===== src/hdl/dsis_pkg.sv =====
// ----------------------------------------------------------------------------
// dsis_pkg: shared types and constants of the depth scale index selector
// Item structs, configuration register indexes, sequencer states and the
// fixed-point constants of the ratio and the scale table.
// ----------------------------------------------------------------------------
package dsis_pkg;

    localparam int MAX_SCALES = 32;
    localparam int FRAC_BITS  = 12;

    localparam int TABLE_CAP   = (MAX_SCALES < 32) ? MAX_SCALES : 32;
    localparam int UNITY_INT   = ((1 << FRAC_BITS) > 65535) ? 65535 : (1 << FRAC_BITS);
    localparam int DIVIDEND_W  = 16 + FRAC_BITS;
    localparam int ACC_W       = 21;
    localparam int DIST_W      = ACC_W + 1;

    localparam logic [15:0] UNITY_VALUE = 16'(UNITY_INT);
    localparam logic [5:0]  TABLE_MAX   = 6'(TABLE_CAP);

    localparam logic [15:0] RST_SCALE_START = 16'd1638;
    localparam logic [15:0] RST_SCALE_STEP  = 16'd410;
    localparam logic [5:0]  RST_SCALE_COUNT = 6'd19;
    localparam logic [15:0] RST_MIN_OFFSET  = 16'd410;
    localparam logic [4:0]  RST_UNITY_INDEX = 5'd6;
    localparam logic [4:0]  RST_INDEX       = 5'd6;
    localparam logic [15:0] RST_REFERENCE   = 16'd1;

    typedef enum logic [2:0] {
        CFG_SCALE_START = 3'd0,
        CFG_SCALE_STEP  = 3'd1,
        CFG_SCALE_COUNT = 3'd2,
        CFG_MIN_OFFSET  = 3'd3,
        CFG_UNITY_INDEX = 3'd4
    } cfg_index_t;

    typedef enum logic {
        OP_INIT   = 1'b0,
        OP_UPDATE = 1'b1
    } op_t;

    typedef enum logic [2:0] {
        ST_IDLE,
        ST_DIV,
        ST_LOCATE,
        ST_DECIDE,
        ST_SEARCH,
        ST_DONE
    } state_t;

    typedef struct packed {
        logic        op;
        logic [15:0] depth;
    } in_item_t;

    typedef struct packed {
        logic [4:0]  scale_index;
        logic        scale_changed;
        logic [15:0] scale_value;
    } out_item_t;

endpackage


===== src/hdl/dsis_div.sv =====
// ----------------------------------------------------------------------------
// dsis_div: serial restoring divider
// One quotient bit per cycle; the quotient is saturated to 16 bits.
// ----------------------------------------------------------------------------
module dsis_div
    import dsis_pkg::*;
(
    input  logic                  clk,
    input  logic                  rst_n,
    input  logic                  start,
    input  logic [DIVIDEND_W-1:0] dividend,
    input  logic [15:0]           divisor,
    output logic                  done,
    output logic [15:0]           quotient
);

    localparam int CNT_W = $clog2(DIVIDEND_W);
    localparam logic [CNT_W-1:0] LAST_STEP = CNT_W'(DIVIDEND_W - 1);

    logic                  busy_reg, busy_next;
    logic                  done_reg, done_next;
    logic [CNT_W-1:0]      cnt_reg, cnt_next;
    logic [16:0]           rem_reg, rem_next;
    logic [DIVIDEND_W-1:0] quo_reg, quo_next;

    logic [16:0] rem_shift;
    logic        q_bit;

    assign rem_shift = {rem_reg[15:0], quo_reg[DIVIDEND_W-1]};
    assign q_bit     = (rem_shift >= {1'b0, divisor});

    always_comb
    begin
        busy_next = busy_reg;
        done_next = 1'b0;
        cnt_next  = cnt_reg;
        rem_next  = rem_reg;
        quo_next  = quo_reg;
        if (start)
        begin
            busy_next = 1'b1;
            cnt_next  = '0;
            rem_next  = '0;
            quo_next  = dividend;
        end
        else if (busy_reg)
        begin
            rem_next = q_bit ? (rem_shift - {1'b0, divisor}) : rem_shift;
            quo_next = {quo_reg[DIVIDEND_W-2:0], q_bit};
            cnt_next = cnt_reg + 1'b1;
            if (cnt_reg == LAST_STEP)
            begin
                busy_next = 1'b0;
                done_next = 1'b1;
            end
        end
    end

    always_ff @(posedge clk or negedge rst_n)
    begin
        if (!rst_n)
        begin
            busy_reg <= 1'b0;
            done_reg <= 1'b0;
            cnt_reg  <= '0;
            rem_reg  <= '0;
            quo_reg  <= '0;
        end
        else
        begin
            busy_reg <= busy_next;
            done_reg <= done_next;
            cnt_reg  <= cnt_next;
            rem_reg  <= rem_next;
            quo_reg  <= quo_next;
        end
    end

    assign done     = done_reg;
    assign quotient = (quo_reg[DIVIDEND_W-1:16] != '0) ? 16'hFFFF : quo_reg[15:0];

endmodule


===== src/hdl/depth_scale_index_selector.sv =====
// ----------------------------------------------------------------------------
// depth_scale_index_selector: depth-ratio scale index selector
// Keeps a reference depth and picks the table scale nearest the ratio
// reference/depth, searching only below or only above the current index.
// ----------------------------------------------------------------------------
// Usage:
//   in channel (in_valid/in_ready/in_data) takes one item per frame: an init
//   item latches the reference depth, an update item forms the ratio and may
//   move the index. Each item gives exactly one result on the out channel.
//   The config port (cfg_write/cfg_index/cfg_data) writes a register on any
//   clock edge with cfg_write high; write only while the block is idle.
// Sequence:
//   one item at a time; in_ready is low while an item is at work.
//   init: goes straight to the done state, which loads the result register.
//   update: serial divide (skipped on zero depth), then steps the shared
//   adder up to the current table scale, a decide step, a search over up
//   to table size scales and the output step.
// Reset: registers take their reset values, reference depth 1, ratio 1.0,
//   index 6; the block is ready at once.
// Stall: a result waits in the output register; the next item is accepted
//   and worked on, and its result waits until the output register is free.
// ----------------------------------------------------------------------------
module depth_scale_index_selector
    import dsis_pkg::*;
(
    input  logic        clk,
    input  logic        rst_n,
    input  logic        in_valid,
    output logic        in_ready,
    input  in_item_t    in_data,
    output logic        out_valid,
    input  logic        out_ready,
    output out_item_t   out_data,
    input  logic        cfg_write,
    input  logic [2:0]  cfg_index,
    input  logic [15:0] cfg_data
);

    state_t state_reg, state_next;

    logic [15:0] scale_start_reg;
    logic [15:0] scale_step_reg;
    logic [5:0]  scale_count_reg;
    logic [15:0] min_offset_reg;
    logic [4:0]  unity_index_reg;

    logic [15:0]       ref_reg, ref_next;
    logic [15:0]       ratio_reg, ratio_next;
    logic [4:0]        cur_reg, cur_next;
    logic [15:0]       depth_reg, depth_next;
    logic [ACC_W-1:0]  acc_reg, acc_next;
    logic [5:0]        cnt_reg, cnt_next;
    logic [5:0]        end_reg, end_next;
    logic [4:0]        best_idx_reg, best_idx_next;
    logic [DIST_W-1:0] best_d_reg, best_d_next;
    logic              first_reg, first_next;
    logic              changed_reg, changed_next;
    logic              out_valid_reg, out_valid_next;
    out_item_t         out_data_reg, out_data_next;

    logic        div_start;
    logic        div_done;
    logic [15:0] div_quotient;

    logic [5:0]        tsize;
    logic [DIST_W-1:0] diff;
    logic              diff_neg;
    logic [DIST_W-1:0] dmag;
    logic              offset_big;
    logic              take;
    logic [4:0]        sel_idx;
    logic              scan_last;
    logic              in_xfer;
    logic              out_free;

    assign in_xfer  = in_valid && in_ready;
    assign out_free = !out_valid_reg || out_ready;

    assign tsize = (scale_count_reg == '0) ? 6'd1
                 : ((scale_count_reg > TABLE_MAX) ? TABLE_MAX : scale_count_reg);

    // shared adder and compare: distance of the table scale from the ratio
    assign diff       = {1'b0, acc_reg} - {{(DIST_W-16){1'b0}}, ratio_reg};
    assign diff_neg   = diff[DIST_W-1];
    assign dmag       = diff_neg ? (~diff + 1'b1) : diff;
    assign offset_big = (dmag > {{(DIST_W-16){1'b0}}, min_offset_reg});
    assign take       = first_reg || (dmag <= best_d_reg);
    assign sel_idx    = take ? cnt_reg[4:0] : best_idx_reg;
    assign scan_last  = ((cnt_reg + 6'd1) == end_reg);

    assign div_start = in_xfer && (in_data.op == OP_UPDATE) && (in_data.depth != '0);

    dsis_div u_div (
        .clk      (clk),
        .rst_n    (rst_n),
        .start    (div_start),
        .dividend ({ref_reg, {FRAC_BITS{1'b0}}}),
        .divisor  (depth_reg),
        .done     (div_done),
        .quotient (div_quotient)
    );

    // next state
    always_comb
    begin
        state_next = state_reg;
        unique case (state_reg)
            ST_IDLE:
            begin
                if (in_xfer)
                begin
                    if (in_data.op == OP_INIT)
                        state_next = ST_DONE;
                    else if (in_data.depth != '0)
                        state_next = ST_DIV;
                    else
                        state_next = ST_LOCATE;
                end
            end
            ST_DIV:
            begin
                if (div_done)
                    state_next = ST_LOCATE;
            end
            ST_LOCATE:
            begin
                if (cnt_reg == {1'b0, cur_reg})
                    state_next = ST_DECIDE;
            end
            ST_DECIDE:
            begin
                if (offset_big && ((!diff_neg && diff != '0 && cur_reg != '0)
                                   || (diff_neg && {1'b0, cur_reg} < tsize)))
                    state_next = ST_SEARCH;
                else
                    state_next = ST_DONE;
            end
            ST_SEARCH:
            begin
                if (scan_last)
                    state_next = ST_DONE;
            end
            ST_DONE:
            begin
                if (out_free)
                    state_next = ST_IDLE;
            end
            default:
            begin
                state_next = ST_IDLE;
            end
        endcase
    end

    // datapath and outputs
    always_comb
    begin
        ref_next       = ref_reg;
        ratio_next     = ratio_reg;
        cur_next       = cur_reg;
        depth_next     = depth_reg;
        acc_next       = acc_reg;
        cnt_next       = cnt_reg;
        end_next       = end_reg;
        best_idx_next  = best_idx_reg;
        best_d_next    = best_d_reg;
        first_next     = first_reg;
        changed_next   = changed_reg;
        out_valid_next = out_valid_reg;
        out_data_next  = out_data_reg;
        in_ready       = (state_reg == ST_IDLE);

        if (out_valid_reg && out_ready)
            out_valid_next = 1'b0;

        unique case (state_reg)
            ST_IDLE:
            begin
                if (in_xfer)
                begin
                    depth_next   = in_data.depth;
                    changed_next = 1'b0;
                    acc_next     = {{(ACC_W-16){1'b0}}, scale_start_reg};
                    cnt_next     = '0;
                    if (in_data.op == OP_INIT)
                    begin
                        ref_next     = in_data.depth;
                        ratio_next   = UNITY_VALUE;
                        cur_next     = ({1'b0, unity_index_reg} < tsize)
                                     ? unity_index_reg : 5'(tsize - 6'd1);
                        changed_next = 1'b1;
                    end
                end
            end
            ST_DIV:
            begin
                if (div_done)
                    ratio_next = div_quotient;
            end
            ST_LOCATE:
            begin
                if (cnt_reg != {1'b0, cur_reg})
                begin
                    acc_next = acc_reg + {{(ACC_W-16){1'b0}}, scale_step_reg};
                    cnt_next = cnt_reg + 6'd1;
                end
            end
            ST_DECIDE:
            begin
                first_next = 1'b1;
                if (!diff_neg && diff != '0 && cur_reg != '0)
                begin
                    // ratio below the current scale: scan from the bottom
                    acc_next = {{(ACC_W-16){1'b0}}, scale_start_reg};
                    cnt_next = '0;
                    end_next = ({1'b0, cur_reg} < tsize) ? {1'b0, cur_reg} : tsize;
                end
                else
                begin
                    // ratio above: scan from the current index upward
                    end_next = tsize;
                end
            end
            ST_SEARCH:
            begin
                if (take)
                begin
                    best_idx_next = cnt_reg[4:0];
                    best_d_next   = dmag;
                end
                first_next = 1'b0;
                acc_next   = acc_reg + {{(ACC_W-16){1'b0}}, scale_step_reg};
                cnt_next   = cnt_reg + 6'd1;
                if (scan_last && sel_idx != cur_reg)
                begin
                    cur_next     = sel_idx;
                    changed_next = 1'b1;
                end
            end
            ST_DONE:
            begin
                if (out_free)
                begin
                    out_valid_next              = 1'b1;
                    out_data_next.scale_index   = cur_reg;
                    out_data_next.scale_changed = changed_reg;
                    out_data_next.scale_value   = ratio_reg;
                end
            end
            default:
            begin
                in_ready = 1'b0;
            end
        endcase
    end

    always_ff @(posedge clk or negedge rst_n)
    begin
        if (!rst_n)
        begin
            scale_start_reg <= RST_SCALE_START;
            scale_step_reg  <= RST_SCALE_STEP;
            scale_count_reg <= RST_SCALE_COUNT;
            min_offset_reg  <= RST_MIN_OFFSET;
            unity_index_reg <= RST_UNITY_INDEX;
        end
        else if (cfg_write)
        begin
            unique case (cfg_index)
                CFG_SCALE_START: scale_start_reg <= cfg_data;
                CFG_SCALE_STEP:  scale_step_reg  <= cfg_data;
                CFG_SCALE_COUNT: scale_count_reg <= cfg_data[5:0];
                CFG_MIN_OFFSET:  min_offset_reg  <= cfg_data;
                CFG_UNITY_INDEX: unity_index_reg <= cfg_data[4:0];
                default:
                begin
                end
            endcase
        end
    end

    always_ff @(posedge clk or negedge rst_n)
    begin
        if (!rst_n)
        begin
            state_reg     <= ST_IDLE;
            ref_reg       <= RST_REFERENCE;
            ratio_reg     <= UNITY_VALUE;
            cur_reg       <= RST_INDEX;
            first_reg     <= 1'b1;
            changed_reg   <= 1'b0;
            out_valid_reg <= 1'b0;
        end
        else
        begin
            state_reg     <= state_next;
            ref_reg       <= ref_next;
            ratio_reg     <= ratio_next;
            cur_reg       <= cur_next;
            first_reg     <= first_next;
            changed_reg   <= changed_next;
            out_valid_reg <= out_valid_next;
        end
    end

    always_ff @(posedge clk)
    begin
        depth_reg    <= depth_next;
        acc_reg      <= acc_next;
        cnt_reg      <= cnt_next;
        end_reg      <= end_next;
        best_idx_reg <= best_idx_next;
        best_d_reg   <= best_d_next;
        out_data_reg <= out_data_next;
    end

    assign out_valid = out_valid_reg;
    assign out_data  = out_data_reg;

endmodule

===== config.mk =====
export PLATFORM = sky130hd
export DESIGN_NAME = depth_scale_index_selector
export DESIGN_NICKNAME = d
export VERILOG_FILES = /design/src/hdl/dsis_pkg.sv /design/src/hdl/dsis_div.sv /design/src/hdl/depth_scale_index_selector.sv
export SDC_FILE = /design/constraint.sdc
export NUM_CORES = 1
export LEC_CHECK = 0
export BUFFER_PORTS_ARGS = -buffer_cell sky130_fd_sc_hd__buf_2
export CAP_MARGIN = 40
export CORE_UTILIZATION = 35
export CTS_BUF_LIST = sky130_fd_sc_hd__clkbuf_2
export DETAILED_ROUTE_END_ITERATION = 10
export GPL_ROUTABILITY_DRIVEN = 0
export PLACE_DENSITY_LB_ADDON = 0.25
export SLEW_MARGIN = 0
export SYNTH_ARGS = -nofsm -noshare
export SYNTH_HDL_FRONTEND = slang
export SYNTH_SLANG_ARGS = --single-unit
export TNS_END_PERCENT = 20

===== constraint.sdc =====
create_clock -name clk -period 9.5 [get_ports clk]
set_input_delay 1.425 -clock clk [delete_from_list [all_inputs] [get_ports clk]]
set_output_delay 1.425 -clock clk [all_outputs]
set_load 0.005 [all_outputs]

# [After elaboration in Yosys (flattened, before gate mapping)]
# Index checks and enable logic that the tools add are counted.
[op_classes] add_sub_neg=7 magnitude_cmp=6 n_eq_ne=23 n_mux=55 n_bitwise=2 reduce_logical=40
[ops] cell="$mux 16" n=7
[ops] cell="$pmux 21 s4" n=1
[ops] cell="$mux 21" n=3
[ops] cell="$mux 28" n=2
[ops] cell="$mux 6" n=7
[ops] cell="$mux 5" n=7
[ops] cell="$pmux 16 s2" n=1
[ops] cell="$pmux 6 s4" n=1
[ops] cell="$add 22x1->22 const B" n=1
[ops] cell="$gt 22x16->1" n=1
[ops] cell="$le 22x22->1" n=1
[ops] cell="$mux 22" n=1
[ops] cell="$not 22->22" n=1
[ops] cell="$reduce_bool 22->1" n=1
[ops] cell="$sub 21x16->22" n=1
[ops] cell="$add 21x16->21" n=1
[ops] cell="$mux 3" n=6
[ops] cell="$pmux 3 s6" n=1
[ops] cell="$ge 17x16->1" n=1
[ops] cell="$ne 2x2->1 const B" n=8
[ops] cell="$reduce_and 2->1" n=8
[ops] cell="$reduce_bool 16->1" n=1
[ops] cell="$sub 16x16->16" n=1
[ops] cell="$mux 1" n=14
[ops] cell="30 further kinds" n=56
[totals] ff_bits=251 input_bits=41 output_inout_bits=24 word_cells=159

# [Logic depth before layout (Yosys ltp)]
[depth] depth_word=11 ltp_mapped=22 ltp_nobuf=22

# [Modules after synthesis]
# From an unflattened synthesis, not the netlist that was laid out.
[hier_totals] cells_unflattened=1443 hier_area_um2=15035.7
[modules_own_cells] mod="depth_scale_index_selector" n_inst=1 cells_each=1059 area_per_inst_um2=11562.3 seq_area_each_um2=5527.8
[modules_own_cells] mod="dsis_div" n_inst=1 cells_each=384 area_per_inst_um2=3473.3 seq_area_each_um2=1276.2

# [Worst setup path before layout]
# OpenSTA, ideal clock, no wires.
[synth_path] kind="flip-flop to flip-flop" start="register ratio_reg[0]" end="register best_d_reg[0], enable pin" setup_ns=0.408 arrival_time_ns=4.757 required_ns=9.092 slack_ns=4.335 path_stages_with_launch=18 path_buffers=0 period_less_slack_ns=5.165 path_cell_list="dfrtp_1 > ha_1 > fa_1 > nand2b_1 > a21oi_1 > a21oi_1 > or3_1 > nor2_1 > and4_1 > a21oi_1 > xnor2_1 > ha_1 > a21o_1 > a21o_1 > a21oi_1 > o221ai_1 > a21o_1 > a21oi_1"
[synth_between] elab_chain_cells=7
[synth_lines] item="start, declared" line_no="depth_scale_index_selector.sv:48" text="logic [15:0] ratio_reg, ratio_next;"
[synth_lines] item="start signal, assigned" line_no="depth_scale_index_selector.sv:298" text="ratio_reg <= ratio_next;"
[synth_lines] item="$sub 21x16->22 (*)" line_no="depth_scale_index_selector.sv:83" text="assign diff = {1'b0, acc_reg} - {{(DIST_W-16){1'b0}}, ratio_reg};"
[synth_lines] item="$not 22->22" line_no="depth_scale_index_selector.sv:85" text="assign dmag = diff_neg ? (~diff + 1'b1) : diff;"
[synth_lines] item="$add 22x1->22" line_no="depth_scale_index_selector.sv:85"
[synth_lines] item="$mux 22 (*)" line_no="depth_scale_index_selector.sv:85"
[synth_lines] item="named net dmag[11]" line_no="depth_scale_index_selector.sv:68" text="logic [DIST_W-1:0] dmag;"
[synth_lines] item="$le 22x22->1 (*)" line_no="depth_scale_index_selector.sv:87" text="assign take = first_reg || (dmag <= best_d_reg);"
[synth_lines] item="$logic_or 1x1->1 (*)" line_no="depth_scale_index_selector.sv:87"
[synth_lines] item="$reduce_and 2->1 (no source line) (*)"
[synth_lines] item="end signal, assigned" line_no="depth_scale_index_selector.sv:313" text="best_d_reg <= best_d_next;"
[synth_lines] item="end, declared" line_no="depth_scale_index_selector.sv:55" text="logic [DIST_W-1:0] best_d_reg, best_d_next;"
# The timed path passes the listed nets; every way through them passes the cells marked *.
# A chain may end at the register's enable or synchronous reset.

# [Worst setup path after layout]
[layout_path] start="register ratio_reg[0]" end="register cur_reg[4]"
[layout_between] elab_chain_cells=11 word_cells_on_any_way=13 classes_between="add/sub (2); order compare (1); eq/ne (2); mux (4); bitwise (1); reduce/logical (3)"
[layout_lines] item="$sub 21x16->22 (*)" line_no="depth_scale_index_selector.sv:83"
[layout_lines] item="$not 22->22" line_no="depth_scale_index_selector.sv:85"
[layout_lines] item="$add 22x1->22" line_no="depth_scale_index_selector.sv:85"
[layout_lines] item="$mux 22 (*)" line_no="depth_scale_index_selector.sv:85"
[layout_lines] item="named net dmag[15]" line_no="depth_scale_index_selector.sv:68"
[layout_lines] item="$le 22x22->1 (*)" line_no="depth_scale_index_selector.sv:87"
[layout_lines] item="$logic_or 1x1->1 (*)" line_no="depth_scale_index_selector.sv:87"
[layout_lines] item="$mux 5 (*)"
[layout_lines] item="$ne 5x5->1" line_no="depth_scale_index_selector.sv:234" text="if (scan_last && sel_idx != cur_reg)"
[layout_lines] item="$logic_and 1x1->1" line_no="depth_scale_index_selector.sv:234"
[layout_lines] item="$ne 2x2->1 (no source line)"
[layout_lines] item="$reduce_and 4->1 (no source line)"
[layout_lines] item="end signal, assigned" line_no="depth_scale_index_selector.sv:299" text="cur_reg <= cur_next;"
[layout_lines] item="end, declared" line_no="depth_scale_index_selector.sv:49" text="logic [4:0] cur_reg, cur_next;"
# The timed path passes the listed nets; every way through them passes the cells marked *. The select of a mux whose other input is x is not followed.

==> impl_results.md <==
* Largest net degree at the start of global routing at 82
* Most common cell after layout, fill and taps aside: nand2_1
* Final ANT Viol Nets at 0
* Crit-path max FO at 5
* Netlist cell types at 100
* Max-Cap Viols at 0
* Final worst slack at roughly 4.3 ns
* P per Cell Area at 377.8 mW/mm^2
* Drt total wl at approximately 36,000 um
* Placed instance area at between 0.015 and 0.02 sq mm
* Flops & latches, synth at between 200 and 300
* Die width at between 200 and 250 um
* Reg2Reg Setup Slack at ~4.3 ns
* Tmin final at about 5.2 ns
* CP endpoint kind: flop
* Critical Path Source Type: flop
* Synthesis-to-layout area growth at 11.65%
* CP delay by family, top: compound AO/OA/AOI/OAI gates
* Static Leak at 7.477 nW
* Via density at 5.098
* Dpl ws at 4.278 ns
* Drt first-iter violations at between 400 and 500
* Max-Slew Margin vs Limit at 0.4211
* Most frequent cells in the layout: nand2_1 (141), nor2_1 (137), dfrtp_1 (126)
* Critical-path cell list: ha_1 -> fa_1 -> nand2b_1 -> a21oi_1 -> a21oi_1 -> or3_1 -> nor2_1 -> and4_1 -> a31oi_1 -> xnor2_1 -> ha_1 -> a21o_1 -> a21o_1 -> a21oi_1 -> o21ai_0 -> a21o_1 -> o2111ai_1 -> a22oi_1 -> o21ai_1 -> mux2i_1
* Final HPWL DP at between 20,000 and 30,000 um
* Final #Nets at between 1,500 and 2,000
* Worst-Margin Slew at between 0.8 and 0.9 ns
* Worst EP required at between 10 and 15 ns
* DIE AREA at ~0.043 sq mm
* Average size of a mapped cell at roughly 10 sq um
* Iteration count of the initial detailed-routing pass at 7
* CP bufs+invs at 0
* # rows at 74
* Worst-Skew Late Latency at around 0.9 ns
* Design area at 0.01647 sq mm
* YS warnings at 0
* Fin crit share at 0.5460
* Reg clk slew, reported paths at between 0.1 and 0.15 ns
* Initial Utilization at 0.3580
* Max VDD drop at approximately 0.16 mV
* Status: complete, no violations
* TritonCTS clock tree: built
* Io pins at between 60 and 70
* Share of cells above drive strength 1 at 0.2158
* # setup viols final at 0
* Cells after Synth at 1,431
* RSZ-0062 raised after global routing: no
* Grt ovf at 0
* First-pass GRT wire length at roughly 60,000 um
* Worst Skew at 0.06694 ns
* Final Hold Fails at 0
* Hold Buf Count CTS at 0
* Port Buf Inserts at 64
* Vias after detailed routing at between 10,000 and 15,000
* Post-synthesis sequential area ratio at 0.4613
* Initial antenna violation count at 2
* Post-synth EDFFs at 98
* Residual DRC at 0
* Clk root buf: clkbuf_2
* Post-DR wirelength/cell at 16.90 um
* Resized cells post-CTS at 0
* Setup TNS at 0 ns
* Crit path DAT at 6.01 ns
* Total GRT Usage at 0.1714
* Final hold slack at between 0.3 and 0.4 ns
* Max FFs per register at 28
* Fraction of registers with async set/reset at 0.6096
* Setup Crit Path Kind: flop to flop
* Cts bufs inserted at 73
* Clock Tree Buf Depth at 3
* Max Freq at between 0.15 and 0.2 GHz
* Die Ht at around 210 um
* Vias in the first global route at between 10,000 and 15,000
* Worst hold path class: input pin to async pin
* Setup Fix Bufs, Post-CTS at 0
* H-tree levels at 3
* CTS sink count at 251
* Main synth FF type: dfrtp_1
* CP peak stage delay at between 0.5 and 0.6 ns
* Core ar. at 0.04120 sq mm
* Finished Core Util at 0.3997
* Slew Viols, Final at 0
* CP max stage cell: o21ai_1
* Area of the mapped netlist at 0.01475 sq mm
final timing paths:
check                                   from                 end  cells past startpoint
worst max-delay path            ratio_reg[0]          cur_reg[4]                     20
worst min-delay path                   rst_n  min_offset_reg[14]                      1
worst max register to register  ratio_reg[0]          cur_reg[4]                     20
worst min register to register  ratio_reg[2]         out_data[2]                      0
max in group asynchronous              rst_n          ref_reg[0]                      4
min in group clk                ratio_reg[2]         out_data[2]                      0
worst reg2reg max path: stages, from the launching register on:
cell,delay [ns]
dfrtp_1,0.43
ha_1,0.24
fa_1,0.42
nand2b_1,0.21
a21oi_1,0.23
a21oi_1,0.12
or3_1,0.41
nor2_1,0.19
and4_1,0.27
a31oi_1,0.11
xnor2_1,0.29
ha_1,0.32
a21o_1,0.18
a21o_1,0.17
a21oi_1,0.13
o21ai_0,0.13
a21o_1,0.23
o2111ai_1,0.11
a22oi_1,0.14
o21ai_1,0.54
mux2i_1,0.27
cell usage after synthesis (4+ instances only):
cell type / instances / area, sq um
a211o_1: 4 / 35.03
a211oi_1: 23 / 172.7
a21boi_0: 4 / 30.03
a21o_1: 26 / 195.2
a21oi_1: 68 / 340.3
a221oi_1: 4 / 35.03
a31oi_1: 8 / 50.05
and2_1: 8 / 50.05
and3_1: 7 / 43.79
clkbuf_1: 36 / 135.1
dfrtp_1: 127 / 3178
dfstp_2: 26 / 683.2
edfxtp_1: 98 / 2943
ha_1: 98 / 1226
inv_1: 104 / 390.4
mux2_2: 66 / 743.2
mux2i_1: 53 / 530.5
nand2_1: 141 / 529.3
nand2b_1: 11 / 68.82
nand3_1: 20 / 100.1
nand3b_1: 4 / 30.03
nand4_1: 15 / 93.84
nor2_1: 138 / 518.0
nor2b_1: 16 / 100.1
nor3_1: 19 / 95.09
nor4_1: 13 / 81.33
o211ai_1: 9 / 67.56
o21a_1: 7 / 52.55
o21ai_0: 72 / 360.4
o21ai_1: 4 / 20.02
o31a_1: 4 / 35.03
o31ai_1: 5 / 37.54
or2_2: 6 / 37.54
or3_1: 9 / 56.30
xnor2_1: 41 / 359.1
xor2_1: 37 / 324.1
layout make-up:
cell class,count,area [sq um]
Antenna cell,2,5.005
Clock buffer,110,550.5
Multi-Input combinational cell,1028,7382
Inverter,106,397.9
Timing Repair Buffer,82,511.7
Fill cell,4086,24730
Tap cell,532,665.6
Sequential cell,251,6805
Clock inverter,26,151.4
per-layer routing:
layer / share of wire / vias up / GRT usage / wire, um
li1: - / 5379 / - / -
met1: 0.45 / 5280 / 0.2185 / 16410
met2: 0.48 / 180 / 0.2875 / 17500
met3: 0.036 / 56 / 0.03253 / 1287
met4: 0.025 / 0 / 0.06613 / 910
met5: 0 / - / 0 / 0
logic make-up after synthesis:
group	after synthesis	share of synthesized area
xor+xnor	80	0.04852
other cells	1	0.0002542
mux	119	0.08635
simple gates	437	0.1418
flops	251	0.4613
fa+ha+maj	101	0.08720
buf+inv	153	0.04122
compound gates	289	0.1333
power by group:
group	internal [mW]	switching, mW
sequential	1.65	0.287
combinational	1.47	1.97
clock	0.364	0.486
total	3.48	2.75
stage by stage:
stage,instances,power (mW)
2_1_floorplan,1432,4.570
3_3_place_gp,1995,5.317
3_5_place_dp,1999,5.400
4_1_cts,2135,6.300
5_1_grt,2137,6.821
6_report,2137,6.223
(Power assumes the default switching activity.)
